## src/hdl/ypdv_pkg.sv

```systemverilog
`default_nettype none

package ypdv_pkg;

  localparam int DELTA_W    = 16;
  localparam int SENS_W     = 16;
  localparam int DIR_W      = 16;
  localparam int YAW_W      = 25;
  localparam int PITCH_W    = 24;
  localparam int CS_W       = 32;
  localparam int ANG_W      = 26;
  localparam int ATAN_W     = 22;
  localparam int CNT_W      = 5;
  localparam int WRAP_STEPS = 8;
  localparam int PROD_STEPS = CS_W;
  localparam int TABLE_LEN  = 24;

  localparam int CORDIC_STEPS_DEF = 16;

  typedef logic signed [DELTA_W-1:0] delta_t;
  typedef logic        [SENS_W-1:0]  sens_t;
  typedef logic signed [DIR_W-1:0]   dir_t;
  typedef logic        [YAW_W-1:0]   yaw_t;
  typedef logic signed [PITCH_W-1:0] pitch_t;

  localparam sens_t  SENS_RESET  = 16'd6554;
  localparam yaw_t   YAW_RESET   = 25'd17694720;
  localparam yaw_t   FULL_TURN   = 25'd23592960;
  localparam pitch_t PITCH_LIMIT = 24'sd5832704;

  localparam logic signed [ANG_W-1:0] FULL_S    = 26'sd23592960;
  localparam logic signed [ANG_W-1:0] HALF_S    = 26'sd11796480;
  localparam logic signed [ANG_W-1:0] QUARTER_S = 26'sd5898240;

  localparam logic [34:0] WRAP_BIAS = 35'd3019898880;
  localparam logic [31:0] MOD_TOP   = 32'd3019898880;

  localparam logic signed [CS_W-1:0] GAIN_Q30 = 32'sh26DD3B6A;

  function automatic logic [ATAN_W-1:0] atan_deg(input logic [CNT_W-1:0] i);
    logic [ATAN_W-1:0] a;
    unique case (i)
      5'd0:    a = 22'd2949120;
      5'd1:    a = 22'd1740967;
      5'd2:    a = 22'd919879;
      5'd3:    a = 22'd466945;
      5'd4:    a = 22'd234379;
      5'd5:    a = 22'd117304;
      5'd6:    a = 22'd58666;
      5'd7:    a = 22'd29335;
      5'd8:    a = 22'd14668;
      5'd9:    a = 22'd7334;
      5'd10:   a = 22'd3667;
      5'd11:   a = 22'd1833;
      5'd12:   a = 22'd917;
      5'd13:   a = 22'd458;
      5'd14:   a = 22'd229;
      5'd15:   a = 22'd115;
      5'd16:   a = 22'd57;
      5'd17:   a = 22'd29;
      5'd18:   a = 22'd14;
      5'd19:   a = 22'd7;
      5'd20:   a = 22'd4;
      5'd21:   a = 22'd2;
      5'd22:   a = 22'd1;
      default: a = 22'd0;
    endcase
    return a;
  endfunction

endpackage

`default_nettype wire

```

## src/hdl/ypdv_ifs.sv

```systemverilog
`default_nettype none

interface ypdv_in_if;
  logic             valid;
  logic             ready;
  ypdv_pkg::delta_t delta_x;
  ypdv_pkg::delta_t delta_y;

  modport source (output valid, output delta_x, output delta_y, input ready);
  modport sink   (input valid, input delta_x, input delta_y, output ready);
endinterface

interface ypdv_cfg_if;
  logic            valid;
  logic            ready;
  ypdv_pkg::sens_t sensitivity;

  modport source (output valid, output sensitivity, input ready);
  modport sink   (input valid, input sensitivity, output ready);
endinterface

interface ypdv_out_if;
  logic             valid;
  logic             ready;
  ypdv_pkg::dir_t   dir_x;
  ypdv_pkg::dir_t   dir_y;
  ypdv_pkg::dir_t   dir_z;
  ypdv_pkg::yaw_t   yaw_angle;
  ypdv_pkg::pitch_t pitch_angle;

  modport source (output valid, output dir_x, output dir_y, output dir_z,
                  output yaw_angle, output pitch_angle, input ready);
  modport sink   (input valid, input dir_x, input dir_y, input dir_z,
                  input yaw_angle, input pitch_angle, output ready);
endinterface

`default_nettype wire

```

## src/hdl/yaw_pitch_direction_vector_top.sv

```systemverilog
// Requests are handled one at a time: in_if.ready is high only in idle, so a new request is
// taken only after the previous one has finished the bit-serial sensitivity multiply, the
// 8-step yaw wrap, the CORDIC iterations and the bit-serial direction product. A result may
// wait in the output register meanwhile; the product's last step holds until that register is free.
// Reset (rst_n low, synchronous): sensitivity 6554, yaw 270 degrees, pitch 0, no result held.
`default_nettype none

module yaw_pitch_direction_vector_top #(
  parameter int CORDIC_STEPS = ypdv_pkg::CORDIC_STEPS_DEF
) (
  input  logic       clk,
  input  logic       rst_n,
  ypdv_in_if.sink    in_if,
  ypdv_cfg_if.sink   cfg_if,
  ypdv_out_if.source out_if
);

  localparam int CW = ypdv_pkg::CNT_W;
  localparam int SW = ypdv_pkg::CS_W;
  localparam int AW = ypdv_pkg::ANG_W;

  localparam int ROT_STEPS = (CORDIC_STEPS < ypdv_pkg::TABLE_LEN) ? CORDIC_STEPS
                                                                  : ypdv_pkg::TABLE_LEN;

  localparam logic [CW-1:0] MUL_LAST  = CW'(ypdv_pkg::SENS_W - 1);
  localparam logic [CW-1:0] WRAP_LAST = CW'(ypdv_pkg::WRAP_STEPS - 1);
  localparam logic [CW-1:0] ROT_LAST  = CW'(ROT_STEPS - 1);
  localparam logic [CW-1:0] PROD_LAST = CW'(ypdv_pkg::PROD_STEPS - 1);

  typedef enum logic [6:0] {
    ST_IDLE = 7'b0000001,
    ST_MUL  = 7'b0000010,
    ST_SUM  = 7'b0000100,
    ST_WRAP = 7'b0001000,
    ST_FOLD = 7'b0010000,
    ST_ROT  = 7'b0100000,
    ST_PROD = 7'b1000000
  } state_t;

  typedef struct packed {
    logic signed [SW-1:0] x;
    logic signed [SW-1:0] y;
    logic signed [AW-1:0] z;
  } rot_t;

  function automatic rot_t rot_step(input rot_t v, input logic [CW-1:0] i);
    rot_t                 r;
    logic signed [SW-1:0] xv;
    logic signed [SW-1:0] yv;
    logic signed [SW-1:0] xs;
    logic signed [SW-1:0] ys;
    logic signed [AW-1:0] zv;
    logic signed [AW-1:0] a;
    xv = v.x;
    yv = v.y;
    zv = v.z;
    xs = xv >>> i;
    ys = yv >>> i;
    a  = $signed({{(AW - ypdv_pkg::ATAN_W){1'b0}}, ypdv_pkg::atan_deg(i)});
    if (!zv[AW-1]) begin
      r.x = xv - ys;
      r.y = yv + xs;
      r.z = zv - a;
    end else begin
      r.x = xv + ys;
      r.y = yv - xs;
      r.z = zv + a;
    end
    return r;
  endfunction

  function automatic ypdv_pkg::dir_t sat_q15(input logic signed [19:0] v);
    ypdv_pkg::dir_t r;
    if (v > 20'sd32767) begin
      r = 16'sd32767;
    end else if (v < -20'sd32767) begin
      r = -16'sd32767;
    end else begin
      r = v[15:0];
    end
    return r;
  endfunction

  state_t                state_r, state_nxt;
  logic [CW-1:0]         cnt_r, cnt_nxt;
  ypdv_pkg::sens_t       sens_r, sens_nxt;
  ypdv_pkg::yaw_t        yaw_acc_r, yaw_acc_nxt;
  ypdv_pkg::pitch_t      pitch_acc_r, pitch_acc_nxt;
  logic signed [SW-1:0]  mx_r, mx_nxt;
  logic signed [SW-1:0]  my_r, my_nxt;
  ypdv_pkg::sens_t       sh_r, sh_nxt;
  logic signed [SW-1:0]  px_r, px_nxt;
  logic signed [SW-1:0]  py_r, py_nxt;
  logic [32:0]           u_r, u_nxt;
  logic [31:0]           mod_r, mod_nxt;
  logic                  flip_r, flip_nxt;
  rot_t                  ca_r, ca_nxt;
  rot_t                  cb_r, cb_nxt;
  logic signed [SW-1:0]  mc_r, mc_nxt;
  logic signed [SW-1:0]  ms_r, ms_nxt;
  logic [2*SW-1:0]       pc_r, pc_nxt;
  logic [2*SW-1:0]       ps_r, ps_nxt;
  logic                  out_valid_r, out_valid_nxt;
  ypdv_pkg::dir_t        dir_x_r, dir_x_nxt;
  ypdv_pkg::dir_t        dir_y_r, dir_y_nxt;
  ypdv_pkg::dir_t        dir_z_r, dir_z_nxt;
  ypdv_pkg::yaw_t        yaw_o_r, yaw_o_nxt;
  ypdv_pkg::pitch_t      pitch_o_r, pitch_o_nxt;

  logic signed [32:0]    pitch_sum;
  logic [32:0]           u_step;
  logic signed [AW-1:0]  fold_a;
  logic                  fold_flip;
  rot_t                  rot_a;
  rot_t                  rot_b;
  logic signed [32:0]    part_c;
  logic signed [32:0]    part_s;
  logic signed [32:0]    sum_c;
  logic signed [32:0]    sum_s;
  logic [18:0]           rnd_y;
  logic                  out_free;

  assign in_if.ready  = (state_r == ST_IDLE);
  assign cfg_if.ready = 1'b1;

  assign out_if.valid       = out_valid_r;
  assign out_if.dir_x       = dir_x_r;
  assign out_if.dir_y       = dir_y_r;
  assign out_if.dir_z       = dir_z_r;
  assign out_if.yaw_angle   = yaw_o_r;
  assign out_if.pitch_angle = pitch_o_r;

  assign pitch_sum = 33'(pitch_acc_r) + 33'(py_r);
  assign u_step    = (u_r >= {1'b0, mod_r}) ? (u_r - {1'b0, mod_r}) : u_r;
  assign rot_a     = rot_step(ca_r, cnt_r);
  assign rot_b     = rot_step(cb_r, cnt_r);

  always_comb begin
    fold_a    = $signed({1'b0, yaw_acc_r});
    fold_flip = 1'b0;
    if (fold_a > ypdv_pkg::HALF_S) begin
      fold_a = fold_a - ypdv_pkg::FULL_S;
    end
    if (fold_a > ypdv_pkg::QUARTER_S) begin
      fold_a    = fold_a - ypdv_pkg::HALF_S;
      fold_flip = 1'b1;
    end else if (fold_a < -ypdv_pkg::QUARTER_S) begin
      fold_a    = fold_a + ypdv_pkg::HALF_S;
      fold_flip = 1'b1;
    end
  end

  // The sign bit of the multiplier carries negative weight, so the last step subtracts.
  assign part_c = !pc_r[0] ? 33'sd0 : (cnt_r == PROD_LAST) ? -33'(mc_r) : 33'(mc_r);
  assign part_s = !ps_r[0] ? 33'sd0 : (cnt_r == PROD_LAST) ? -33'(ms_r) : 33'(ms_r);
  assign sum_c  = $signed({pc_r[2*SW-1], pc_r[2*SW-1:SW]}) + part_c;
  assign sum_s  = $signed({ps_r[2*SW-1], ps_r[2*SW-1:SW]}) + part_s;

  assign rnd_y = {cb_r.y[31], cb_r.y[31:14]} + 19'd1;

  assign out_free = !out_valid_r || out_if.ready;

  always_comb begin
    state_nxt     = state_r;
    cnt_nxt       = cnt_r;
    sens_nxt      = sens_r;
    yaw_acc_nxt   = yaw_acc_r;
    pitch_acc_nxt = pitch_acc_r;
    mx_nxt        = mx_r;
    my_nxt        = my_r;
    sh_nxt        = sh_r;
    px_nxt        = px_r;
    py_nxt        = py_r;
    u_nxt         = u_r;
    mod_nxt       = mod_r;
    flip_nxt      = flip_r;
    ca_nxt        = ca_r;
    cb_nxt        = cb_r;
    mc_nxt        = mc_r;
    ms_nxt        = ms_r;
    pc_nxt        = pc_r;
    ps_nxt        = ps_r;
    out_valid_nxt = out_valid_r;
    dir_x_nxt     = dir_x_r;
    dir_y_nxt     = dir_y_r;
    dir_z_nxt     = dir_z_r;
    yaw_o_nxt     = yaw_o_r;
    pitch_o_nxt   = pitch_o_r;

    if (cfg_if.valid) begin
      sens_nxt = cfg_if.sensitivity;
    end
    if (out_valid_r && out_if.ready) begin
      out_valid_nxt = 1'b0;
    end

    unique case (state_r)
      ST_IDLE: begin
        if (in_if.valid) begin
          mx_nxt    = SW'(in_if.delta_x);
          my_nxt    = SW'(in_if.delta_y);
          sh_nxt    = sens_r;
          px_nxt    = '0;
          py_nxt    = '0;
          cnt_nxt   = '0;
          state_nxt = ST_MUL;
        end
      end
      ST_MUL: begin
        if (sh_r[0]) begin
          px_nxt = px_r + mx_r;
          py_nxt = py_r + my_r;
        end
        mx_nxt  = mx_r <<< 1;
        my_nxt  = my_r <<< 1;
        sh_nxt  = sh_r >> 1;
        cnt_nxt = cnt_r + 1'b1;
        if (cnt_r == MUL_LAST) begin
          cnt_nxt   = '0;
          state_nxt = ST_SUM;
        end
      end
      ST_SUM: begin
        u_nxt   = 33'(35'({1'b0, yaw_acc_r}) - 35'(px_r) + ypdv_pkg::WRAP_BIAS);
        mod_nxt = ypdv_pkg::MOD_TOP;
        if (pitch_sum > 33'(ypdv_pkg::PITCH_LIMIT)) begin
          pitch_acc_nxt = ypdv_pkg::PITCH_LIMIT;
        end else if (pitch_sum < -33'(ypdv_pkg::PITCH_LIMIT)) begin
          pitch_acc_nxt = -ypdv_pkg::PITCH_LIMIT;
        end else begin
          pitch_acc_nxt = pitch_sum[ypdv_pkg::PITCH_W-1:0];
        end
        state_nxt = ST_WRAP;
      end
      ST_WRAP: begin
        u_nxt   = u_step;
        mod_nxt = mod_r >> 1;
        cnt_nxt = cnt_r + 1'b1;
        if (cnt_r == WRAP_LAST) begin
          yaw_acc_nxt = u_step[ypdv_pkg::YAW_W-1:0];
          cnt_nxt     = '0;
          state_nxt   = ST_FOLD;
        end
      end
      ST_FOLD: begin
        flip_nxt  = fold_flip;
        ca_nxt.x  = ypdv_pkg::GAIN_Q30;
        ca_nxt.y  = '0;
        ca_nxt.z  = fold_a;
        cb_nxt.x  = ypdv_pkg::GAIN_Q30;
        cb_nxt.y  = '0;
        cb_nxt.z  = AW'(pitch_acc_r);
        state_nxt = ST_ROT;
      end
      ST_ROT: begin
        ca_nxt  = rot_a;
        cb_nxt  = rot_b;
        cnt_nxt = cnt_r + 1'b1;
        if (cnt_r == ROT_LAST) begin
          mc_nxt    = flip_r ? -rot_a.x : rot_a.x;
          ms_nxt    = flip_r ? -rot_a.y : rot_a.y;
          pc_nxt    = {{SW{1'b0}}, rot_b.x};
          ps_nxt    = {{SW{1'b0}}, rot_b.x};
          cnt_nxt   = '0;
          state_nxt = ST_PROD;
        end
      end
      ST_PROD: begin
        if (cnt_r != PROD_LAST || out_free) begin
          pc_nxt = {sum_c, pc_r[SW-1:1]};
          ps_nxt = {sum_s, ps_r[SW-1:1]};
        end
        if (cnt_r != PROD_LAST) begin
          cnt_nxt = cnt_r + 1'b1;
        end else if (out_free) begin
          dir_x_nxt     = sat_q15(20'($signed({sum_c[32], sum_c[32:13]} + 21'd1) >>> 1));
          dir_z_nxt     = sat_q15(20'($signed({sum_s[32], sum_s[32:13]} + 21'd1) >>> 1));
          dir_y_nxt     = sat_q15(20'($signed(rnd_y[18:1])));
          yaw_o_nxt     = yaw_acc_r;
          pitch_o_nxt   = pitch_acc_r;
          out_valid_nxt = 1'b1;
          cnt_nxt       = '0;
          state_nxt     = ST_IDLE;
        end
      end
      default: begin
        state_nxt = ST_IDLE;
      end
    endcase
  end

  always_ff @(posedge clk) begin
    if (!rst_n) begin
      state_r     <= ST_IDLE;
      cnt_r       <= '0;
      sens_r      <= ypdv_pkg::SENS_RESET;
      yaw_acc_r   <= ypdv_pkg::YAW_RESET;
      pitch_acc_r <= '0;
      out_valid_r <= 1'b0;
    end else begin
      state_r     <= state_nxt;
      cnt_r       <= cnt_nxt;
      sens_r      <= sens_nxt;
      yaw_acc_r   <= yaw_acc_nxt;
      pitch_acc_r <= pitch_acc_nxt;
      out_valid_r <= out_valid_nxt;
    end
  end

  always_ff @(posedge clk) begin
    mx_r      <= mx_nxt;
    my_r      <= my_nxt;
    sh_r      <= sh_nxt;
    px_r      <= px_nxt;
    py_r      <= py_nxt;
    u_r       <= u_nxt;
    mod_r     <= mod_nxt;
    flip_r    <= flip_nxt;
    ca_r      <= ca_nxt;
    cb_r      <= cb_nxt;
    mc_r      <= mc_nxt;
    ms_r      <= ms_nxt;
    pc_r      <= pc_nxt;
    ps_r      <= ps_nxt;
    dir_x_r   <= dir_x_nxt;
    dir_y_r   <= dir_y_nxt;
    dir_z_r   <= dir_z_nxt;
    yaw_o_r   <= yaw_o_nxt;
    pitch_o_r <= pitch_o_nxt;
  end

endmodule

`default_nettype wire

```

## src/flat_wrapper.sv

```systemverilog
// flat-port wrapper written by rule: the top's interface ports become plain ports
module yaw_pitch_direction_vector_top_flat 
#(
  parameter int CORDIC_STEPS = ypdv_pkg::CORDIC_STEPS_DEF
)
  (clk, rst_n, in_if_valid, in_if_delta_x, in_if_delta_y, in_if_ready, cfg_if_valid, cfg_if_sensitivity, cfg_if_ready, out_if_valid, out_if_dir_x, out_if_dir_y, out_if_dir_z, out_if_yaw_angle, out_if_pitch_angle, out_if_ready);
  ypdv_in_if in_if_i ();
  ypdv_cfg_if cfg_if_i ();
  ypdv_out_if out_if_i ();
  input  logic clk;
  input  logic rst_n;
  input wire logic [$bits(in_if_i.valid)-1:0] in_if_valid;
  input wire logic [$bits(in_if_i.delta_x)-1:0] in_if_delta_x;
  input wire logic [$bits(in_if_i.delta_y)-1:0] in_if_delta_y;
  output wire logic [$bits(in_if_i.ready)-1:0] in_if_ready;
  input wire logic [$bits(cfg_if_i.valid)-1:0] cfg_if_valid;
  input wire logic [$bits(cfg_if_i.sensitivity)-1:0] cfg_if_sensitivity;
  output wire logic [$bits(cfg_if_i.ready)-1:0] cfg_if_ready;
  output wire logic [$bits(out_if_i.valid)-1:0] out_if_valid;
  output wire logic [$bits(out_if_i.dir_x)-1:0] out_if_dir_x;
  output wire logic [$bits(out_if_i.dir_y)-1:0] out_if_dir_y;
  output wire logic [$bits(out_if_i.dir_z)-1:0] out_if_dir_z;
  output wire logic [$bits(out_if_i.yaw_angle)-1:0] out_if_yaw_angle;
  output wire logic [$bits(out_if_i.pitch_angle)-1:0] out_if_pitch_angle;
  input wire logic [$bits(out_if_i.ready)-1:0] out_if_ready;
  assign in_if_i.valid = in_if_valid;
  assign in_if_i.delta_x = in_if_delta_x;
  assign in_if_i.delta_y = in_if_delta_y;
  assign in_if_ready = in_if_i.ready;
  assign cfg_if_i.valid = cfg_if_valid;
  assign cfg_if_i.sensitivity = cfg_if_sensitivity;
  assign cfg_if_ready = cfg_if_i.ready;
  assign out_if_valid = out_if_i.valid;
  assign out_if_dir_x = out_if_i.dir_x;
  assign out_if_dir_y = out_if_i.dir_y;
  assign out_if_dir_z = out_if_i.dir_z;
  assign out_if_yaw_angle = out_if_i.yaw_angle;
  assign out_if_pitch_angle = out_if_i.pitch_angle;
  assign out_if_i.ready = out_if_ready;
  yaw_pitch_direction_vector_top #(.CORDIC_STEPS(CORDIC_STEPS)) u_core (.clk(clk), .rst_n(rst_n), .in_if(in_if_i), .cfg_if(cfg_if_i), .out_if(out_if_i));
endmodule
```

## config.mk

```make
export PLATFORM = sky130hd
export DESIGN_NAME = yaw_pitch_direction_vector_top_flat
export DESIGN_NICKNAME = d
export VERILOG_FILES = /design/src/hdl/ypdv_pkg.sv /design/src/hdl/ypdv_ifs.sv /design/src/hdl/yaw_pitch_direction_vector_top.sv /design/src/flat_wrapper.sv
export SDC_FILE = /design/constraint.sdc
export NUM_CORES = 2
export LEC_CHECK = 0
export ABC_AREA = 1
export BUFFER_PORTS_ARGS = -buffer_cell sky130_fd_sc_hd__buf_4
export CORE_ASPECT_RATIO = 1.2
export CORE_MARGIN = 2
export CORE_UTILIZATION = 50
export CTS_CLUSTER_DIAMETER = 60
export DETAILED_ROUTE_END_ITERATION = 10
export GPL_TIMING_DRIVEN = 0
export MAX_ROUTING_LAYER = met4
export PLACE_DENSITY = 0.68
export SLEW_MARGIN = 20
export SYNTH_ARGS = -nofsm -noshare
export SYNTH_HDL_FRONTEND = slang
export SYNTH_SLANG_ARGS = --single-unit
```

## constraint.sdc

```tcl
create_clock -name clk -period 10.7 [get_ports clk]
set_clock_uncertainty 0.15 [all_clocks]
set_input_delay 0.535 -clock clk [delete_from_list [all_inputs] [get_ports clk]]
set_output_delay 0.535 -clock clk [all_outputs]
set_load 0.005 [all_outputs]
```

==> reports/qor.csv <==
stage,metric,value,unit
floorplanning,rows,148,
timing,rsz0062_at_grt,false,
route,dr.pass1.iters,7,
finish,final_util,55.95,%
timing,fin_crit_sh,90.48,%
global_route,grt_antenna_before_repair,12,
cts,clockBufferDepth,3,
cts,post_cts_buffers,0,
worst_hold_path,hold_class,in -> reg,
critical_path,crit_top_cell,nand2_1,
synthesis,synth_flop_cell,edfxtp_1,
outcome,status,"finished, final reports clean",
finish,nNetsFinal,10654,
global_route,grt_pass1_vias,68559,
critical_path,crit_type,reg -> reg,
global_route,grt_overflow,0,
timing,finalCriticalPeriod,9.681,ns
synthesis,synth_compound_area_share,15.04,%
cts,worstSkewPairLatency,0.75,ns
critical_path,cp_slowest_cell,inv_1,
critical_path,slowest_delay,0.95,ns
route,viasPerCell,5.858,
global_route,grt_max_degree,92,
route,drt-total-wl,284.5,mm
cts,clk_pin_slew,0.06,ns
synthesis,synth_xor_area_share,4.854,%
route,drc,0,
placement,dp_hpwl,226.0,mm
synthesis,yosys.area_share.simple,30.33,%
power_and_ir_drop,power_density,196.4,nW/um^2
synthesis,synth_top_family_by_area,simple AND/OR/NAND/NOR gates,
floorplanning,dieHeight,408.4,um
synthesis,yosysTopAreaCell,edfxtp_1,
critical_path,rr_worst_depth,36,
cts,cts_sinks,779,
worst_hold_path,worstHoldPathCells,4,
timing,tns,0,ns
route,wl_per_cell,23.59,um
synthesis,syn_area,68160,um^2
floorplanning,start_util,50.28,%
finish,layout-drive-gt1-share,6.886,%
finish,fin_cells,12062,
synthesis,yosys_warnings,0,
synthesis,synth.avg_cell_area,6.917,um^2
cts,cts_root_buf,clkbuf_16,
run,maxCapViolations,0,
route,drt_iter0_drc,6573,
timing,fmax,103.3,MHz
placement,gp_congestion,1.185,
global_route,grt_pass1_wl,418.4,mm
floorplanning,ioPinCount,153,
synthesis,ys_seq_area_share,32.85,%
synthesis,ys_top_cells_by_area,"edfxtp_1, nand2_1, ha_1",
critical_path,start_kind,register,
timing,maxSlewHeadroom,14.28,%
timing,hold_viol_final,0,
synthesis,synth_top_area_share,29.92,%
power_and_ir_drop,leakagePower,0.03495,uW
timing,hold_slack,0.1245,ns
synthesis,synth_edf_count,679,
finish,syn_to_final_growth,11.28,%
timing,tightest_slew,1.286,ns
critical_path,worst-endpoint-arrival,10.01,ns
synthesis,async_reset_ff_share,0,%
cts,cts_tree,done,
floorplanning,die-area,139300,um^2
critical_path,crit_path_end_kind,register,
timing,setup_viol,0,
floorplanning,core,135600,um^2
synthesis,ys_types,79,
critical_path,required,11.03,ns
placement,post-place-cells,11818,
route,antenna_left,0,
power_and_ir_drop,ir_drop,0.2081,mV
global_route,grt_usage,41.28,%
cts,cts_buffers,95,
synthesis,synth_fa_ha_area_share,8.074,%
route,num_vias,70661,
synthesis,netlist_instances,9854,
timing,drv_slew,0,
synthesis,synthMuxAreaShare,0.6462,%
finish,fillers,13123,
floorplanning,die_x,341.0,um
critical_path,crit_fanout,10,
synthesis,synth_seq_cells,779,
cts,cts.htree.levels,3,
placement,buffer_ports.inserted,150,
synthesis,syn_nets,10339,
## repair_timing
| action | in CTS | in global routing |
|---|---|---|
| endpoints found under the hold margin | 46 | 0 |
| gates resized for setup | 0 | 0 |
| hold buffers | 51 | 0 |
## worst paths after layout
kind	slack, ns	endpoint	from
hold / removal	0.12	u_core.sens_r[10]$_SDFFE_PN0P_	cfg_if_valid
setup reg to reg	1.02	u_core.out_if.dir_x[0]$_SDFFCE_PP1P_	u_core.cnt_r[3]$_SDFFE_PN0P_
hold reg to reg	0.29	u_core.out_if.yaw_angle[0]$_DFFE_PP_	u_core.yaw_acc_r[0]$_SDFFE_PN0P_
setup / recovery	1.02	u_core.out_if.dir_x[0]$_SDFFCE_PP1P_	u_core.cnt_r[3]$_SDFFE_PN0P_
## layout make-up
cell class / instances / area, um^2 / area share, %
Antenna cell: 10 / 25.02 / 0.03299
Tap cell: 1800 / 2252 / 2.969
Clock inverter: 56 / 711.9 / 0.9386
Clock buffer: 124 / 2621 / 3.456
Multi-Input combinational cell: 7654 / 40220 / 53.03
Sequential cell: 779 / 22390 / 29.52
Timing Repair Buffer: 218 / 2003 / 2.641
Buffer: 269 / 1284 / 1.693
Inverter: 1152 / 4334 / 5.714
## power breakdown
group | internal (uW) | switching [uW] | total [uW]
sequential | 3790 | 209 | 4000
clock | 2020 | 1460 | 3480
combinational | 2300 | 5110 | 7410
total | 8110 | 6780 | 14900
## sequential cells by signal (all words and copies together), names as in the netlist, 32 cells and up, named ones only
name / flops
u_core.ms_r: 32
u_core.my_r: 32
u_core.mod_r: 32
u_core.px_r: 32
u_core.mx_r: 32
u_core.u_r: 33
u_core.ps_r: 64
u_core.cb_r: 90
u_core.py_r: 32
u_core.mc_r: 32
u_core.ca_r: 90
u_core.pc_r: 64
## cell usage after synthesis, drive strengths merged, types with 59 or more instances
library cell / instances
nor2: 950
nand4: 120
nand2: 3046
o21ai: 850
inv: 1136
xnor2: 110
xor2: 266
o21a: 60
edfxtp: 679
nand3: 521
dfxtp: 100
clkbuf: 143
a21oi: 721
ha: 419
buf: 126
or2: 59
nor3: 126
## cells by family after synthesis
| logic type | count (synthesis) |
|---|---|
| other cells | 1 |
| compound gates | 1874 |
| xor+xnor | 376 |
| fa+ha+maj | 432 |
| flops | 779 |
| simple gates | 4927 |
| buf+inv | 1421 |
| mux | 44 |
## cells in the final DEF, fill, tap and decap left out, types with 108 or more instances in the layout
| cell type | instances |
|---|---|
| a21oi_1 | 713 |
| buf_4 | 175 |
| clkbuf_1 | 152 |
| edfxtp_1 | 679 |
| ha_1 | 419 |
| inv_1 | 1091 |
| nand2_1 | 2976 |
| nand3_1 | 506 |
| nand4_1 | 116 |
| nor2_1 | 889 |
| nor3_1 | 119 |
| o21ai_0 | 663 |
| o21ai_1 | 179 |
| xnor2_1 | 108 |
| xor2_1 | 266 |
## worst max-delay path: cells and delay by family (launching register included)
family	cells	cell delay, ns
and+or+nand+nor	20	2.23
DFF	1	0.30
buffers and inverters	10	5.03
adders and majority gates	3	0.87
AOI/OAI and AO/OA	3	0.78
## through the flow
step / total power [uW] / instance area, um^2 / setup WS (ns)
2_1_floorplan: 9056 / 68160 / 1.507
4_1_cts: 14690 / 75780 / 1.383
3_5_place_dp: 11160 / 71940 / 1.393
6_report: 14890 / 75850 / 1.019
3_3_place_gp: 11060 / 71530 / -2.229
5_1_grt: 15750 / 75840 / 0.8320
## routing by layer
layer,vias to the layer above,share of wire [%],track usage (%)
met5,-,0,-
met1,33049,36,43.46
met3,986,6.9,7.281
li1,33455,-,-
met2,3171,48,68.34
met4,0,9.7,32.51
(Power assumes the default switching activity.)
